**src/rtl/fmwa_ram.sv**
```systemverilog
module fmwa_ram #(
   parameter int WIDTH = 8,
   parameter int DEPTH = 16
) (
   input  logic                     clock,
   input  logic                     wr_en,
   input  logic [$clog2(DEPTH)-1:0] wr_addr,
   input  logic [WIDTH-1:0]         wr_data,
   input  logic                     rd_en,
   input  logic [$clog2(DEPTH)-1:0] rd_addr,
   output logic [WIDTH-1:0]         rd_data
);

   logic [WIDTH-1:0] mem_ff [DEPTH];
   logic [WIDTH-1:0] rd_data_ff;

   always_ff @(posedge clock) begin
      if (wr_en) begin
         mem_ff[wr_addr] <= wr_data;
      end
      if (rd_en) begin
         rd_data_ff <= mem_ff[rd_addr];
      end
   end

   assign rd_data = rd_data_ff;

endmodule

```
**config.mk**
```make
export PLATFORM = sky130hd
export DESIGN_NAME = fmwa_ram
export DESIGN_NICKNAME = d
export VERILOG_FILES = /design/src/rtl/fmwa_ram.sv
export SDC_FILE = /design/constraint.sdc
export NUM_CORES = 1
export LEC_CHECK = 0
export ABC_AREA = 1
export BUFFER_PORTS_ARGS = -buffer_cell sky130_fd_sc_hd__buf_4
export CORE_MARGIN = 3
export CORE_UTILIZATION = 63
export CTS_BUF_LIST = sky130_fd_sc_hd__clkbuf_8
export CTS_CLUSTER_SIZE = 25
export DETAILED_ROUTE_END_ITERATION = 6
export PLACE_DENSITY = 0.84
export SLEW_MARGIN = 20
export SYNTH_ARGS = -nofsm -noshare
export SYNTH_HDL_FRONTEND = slang
export SYNTH_SLANG_ARGS = --single-unit
```
**constraint.sdc**
```tcl
create_clock -name clock -period 1.4 [get_ports clock]
set_input_delay 0.07 -clock clock [delete_from_list [all_inputs] [get_ports clock]]
set_output_delay 0.07 -clock clock [all_outputs]
set_load 0.005 [all_outputs]
```
==> results.cfg <==
[timing]
final-max-slew-violation-count = 0
setup_viol = 0
rsz0062_at_grt = no
finalHoldViolations = 0
clock.fmax_mhz = 835
worst_pin_slew_ns = 0.381
whs_ns = 0.0473
max_slew_margin_pct = 74.6
setup_tns_ns = 0
final.min_clock_period_ns = 1.20
finalCritPeriodShare_pct = 85.5
fin_worst_skew_ns = 0.00585

[drt]
wl_um = 13400
ant_nets = 0
drt_iter0_drc = 520
drc_errors = 0
dr.pass1.iters = 5
vias = 4101
wl_per_cell_um = 18.4
routed_via_density = 5.64

[power_and_ir_drop]
intPower_uw = 7080
p_sw_share_pct = 21.0
powerDensity_nw_per_um2 = 1320
switching_power_uw = 1890
irDropWorstVdd_mv = 0.935
power_frac_clock_pct = 41.6
seqPwrFrac_pct = 51.4
cellLeakagePower_uw = 0.00297
combPwrFrac_pct = 7.0

[die]
initial_core_util_pct = 66.1
rows = 34
design.core.area_um2 = 8850
die_height_um = 102
io_pins = 27
fp.dieW_um = 102
die_area_um2 = 10500

[flow_run]
drv_cap = 0

[final_layout]
fin_util_pct = 76.9
syn_to_final_growth_pct = 16.4
antenna_cells = 0
nNetsFinal = 625
drive_gt1_share_pct = 13.2

[worst_setup_path]
critPathMaxStageDelay_ns = 0.40
slowest_stage = edfxtp_1
cp.arrival_ns = 1.37
path_class = reg2reg
path_buf_inv = 1
cp_top_family = simple AND/OR/NAND/NOR gates
worstPathMaxFanout = 1
endpoint_kind = register
cpMostUsedCell = nand3_1
path_cells = inv_1 > nand2_1 > nand3_1 > nand3_1 > nand3_1 > nand2_1
crit_required_ns = 1.58
crit_path_start_kind = register

[clock_network]
numCtsBuffers = 17
insertion_delay_ns = 0.43
cts_tree = yes
h-tree-depth = 4
cts_root_buf = clkbuf_8
cts_sinks = 136
clockBufferDepth = 2
clk_pin_slew_ns = 0.07
cts_resized = 0

[synthesis]
synthCells = 551
synth_flop_cell = edfxtp_1
synth_area_um2 = 5850
yosysUniqueCellTypes = 11
avgSynthCellArea_um2 = 10.6
synth_edf_count = 136
async_flop_share_pct = 0
synth_largest_area_cell = edfxtp_1
synth_seq_cells = 136
yosysSeqAreaShare_pct = 69.8
synth_top_area_share_pct = 69.8
synth_area_leaders = edfxtp_1 70%, nand2_1 11%, nand3_1 8.3%, inv_1 6.4%, buf_6 1.2%
synth_fp_nets = 570
ys_warn_count = 0
post-synth-top-count-cell = nand2_1
synth_common_cells = 173 x nand2_1, 136 x edfxtp_1, 100 x inv_1

[placement]
place.port_buffers = 26
hpwl_um = 8060
gp_congestion = 0.849

[global_route]
grt.overflow.total = 0
grt_pass1_wl_um = 21100
grt_pass1_vias = 4028
grt_max_degree = 34
antenna_found_initial = 0
track_usage_pct = 27.9

[outcome]
status = finished, final reports clean

[hold_path]
holdCritPathClass = in2reg
==> layout by cell type (no fill, tap or decap), drive strengths merged <==
cell type / count
nand3b: 2
dlygate4sd3: 9
buf: 51
clkinvlp: 1
nand3: 97
nand2: 173
inv: 104
bufinv: 6
nor2: 17
clkinv: 6
edfxtp: 136
clkbuf: 17
==> registers in the layout, indices dropped and copies added, names as in the netlist <==
register and cells:
mem_ff 128, rd_data 8
==> logic make-up after synthesis <==
family,share of synthesized area (%)
simple gates,20.8
flops,69.8
buf+inv,9.39
==> worst reg2reg max path, cell delays in order (launching register included) <==
cell and delay [ns]:
edfxtp_1 0.40, inv_1 0.10, nand2_1 0.07, nand3_1 0.12
nand3_1 0.09, nand3_1 0.09, nand2_1 0.08
==> power by group through the flow <==
stage	Sequential (uW)	Clock [uW]	Combinational, uW
3_3_place_gp	4690	0	565
4_1_cts	4610	3770	620
3_5_place_dp	4700	0	592
5_1_grt	4610	3960	684
6_report	4610	3730	625
2_1_floorplan	4690	0	322
==> area by class of cell <==
class	count	area, um2
clock buffer	17	234
fill	517	2040
multi-input combinational	289	1210
timing repair buffer	60	523
sequential	136	4080
clock inverter	15	231
tap	108	135
inverter	102	383
==> path summary, 6_finish.rpt <==
path	endpoint	slack, ns	start	cells past startpoint
setup / recovery	rd_data[3]	0.20	mem_ff[7][3]	6
hold / removal	rd_data[7]	0.05	rd_addr[3]	3
setup reg to reg	rd_data[3]	0.20	mem_ff[7][3]	6
hold reg to reg	rd_data[0]	0.77	mem_ff[4][0]	6
==> layer usage <==
metal,wire (um),GRT usage [%],up-vias
met5,0,0,-
met1,5040,37.2,1901
met4,323,10.8,0
met3,1450,6.35,31
met2,6590,45.2,280
li1,-,-,1889
==> repair_timing <==
action / CTS / global route
endpoints found under the hold margin: 134 / 0
hold buffers: 9 / 0
setup buffers: 0 / 0
==> stage by stage <==
stage / area (um2) / power [uW] / cells / setup WS [ns]
2_1_floorplan: 5850 / 5020 / 551 / 0.379
3_3_place_gp: 6250 / 5260 / 686 / 0.177
3_5_place_dp: 6250 / 5290 / 686 / 0.106
4_1_cts: 6800 / 9000 / 727 / 0.211
5_1_grt: 6800 / 9260 / 727 / 0.142
6_report: 6800 / 8970 / 727 / 0.203
No activity file was read; power rests on OpenSTA's default activity.
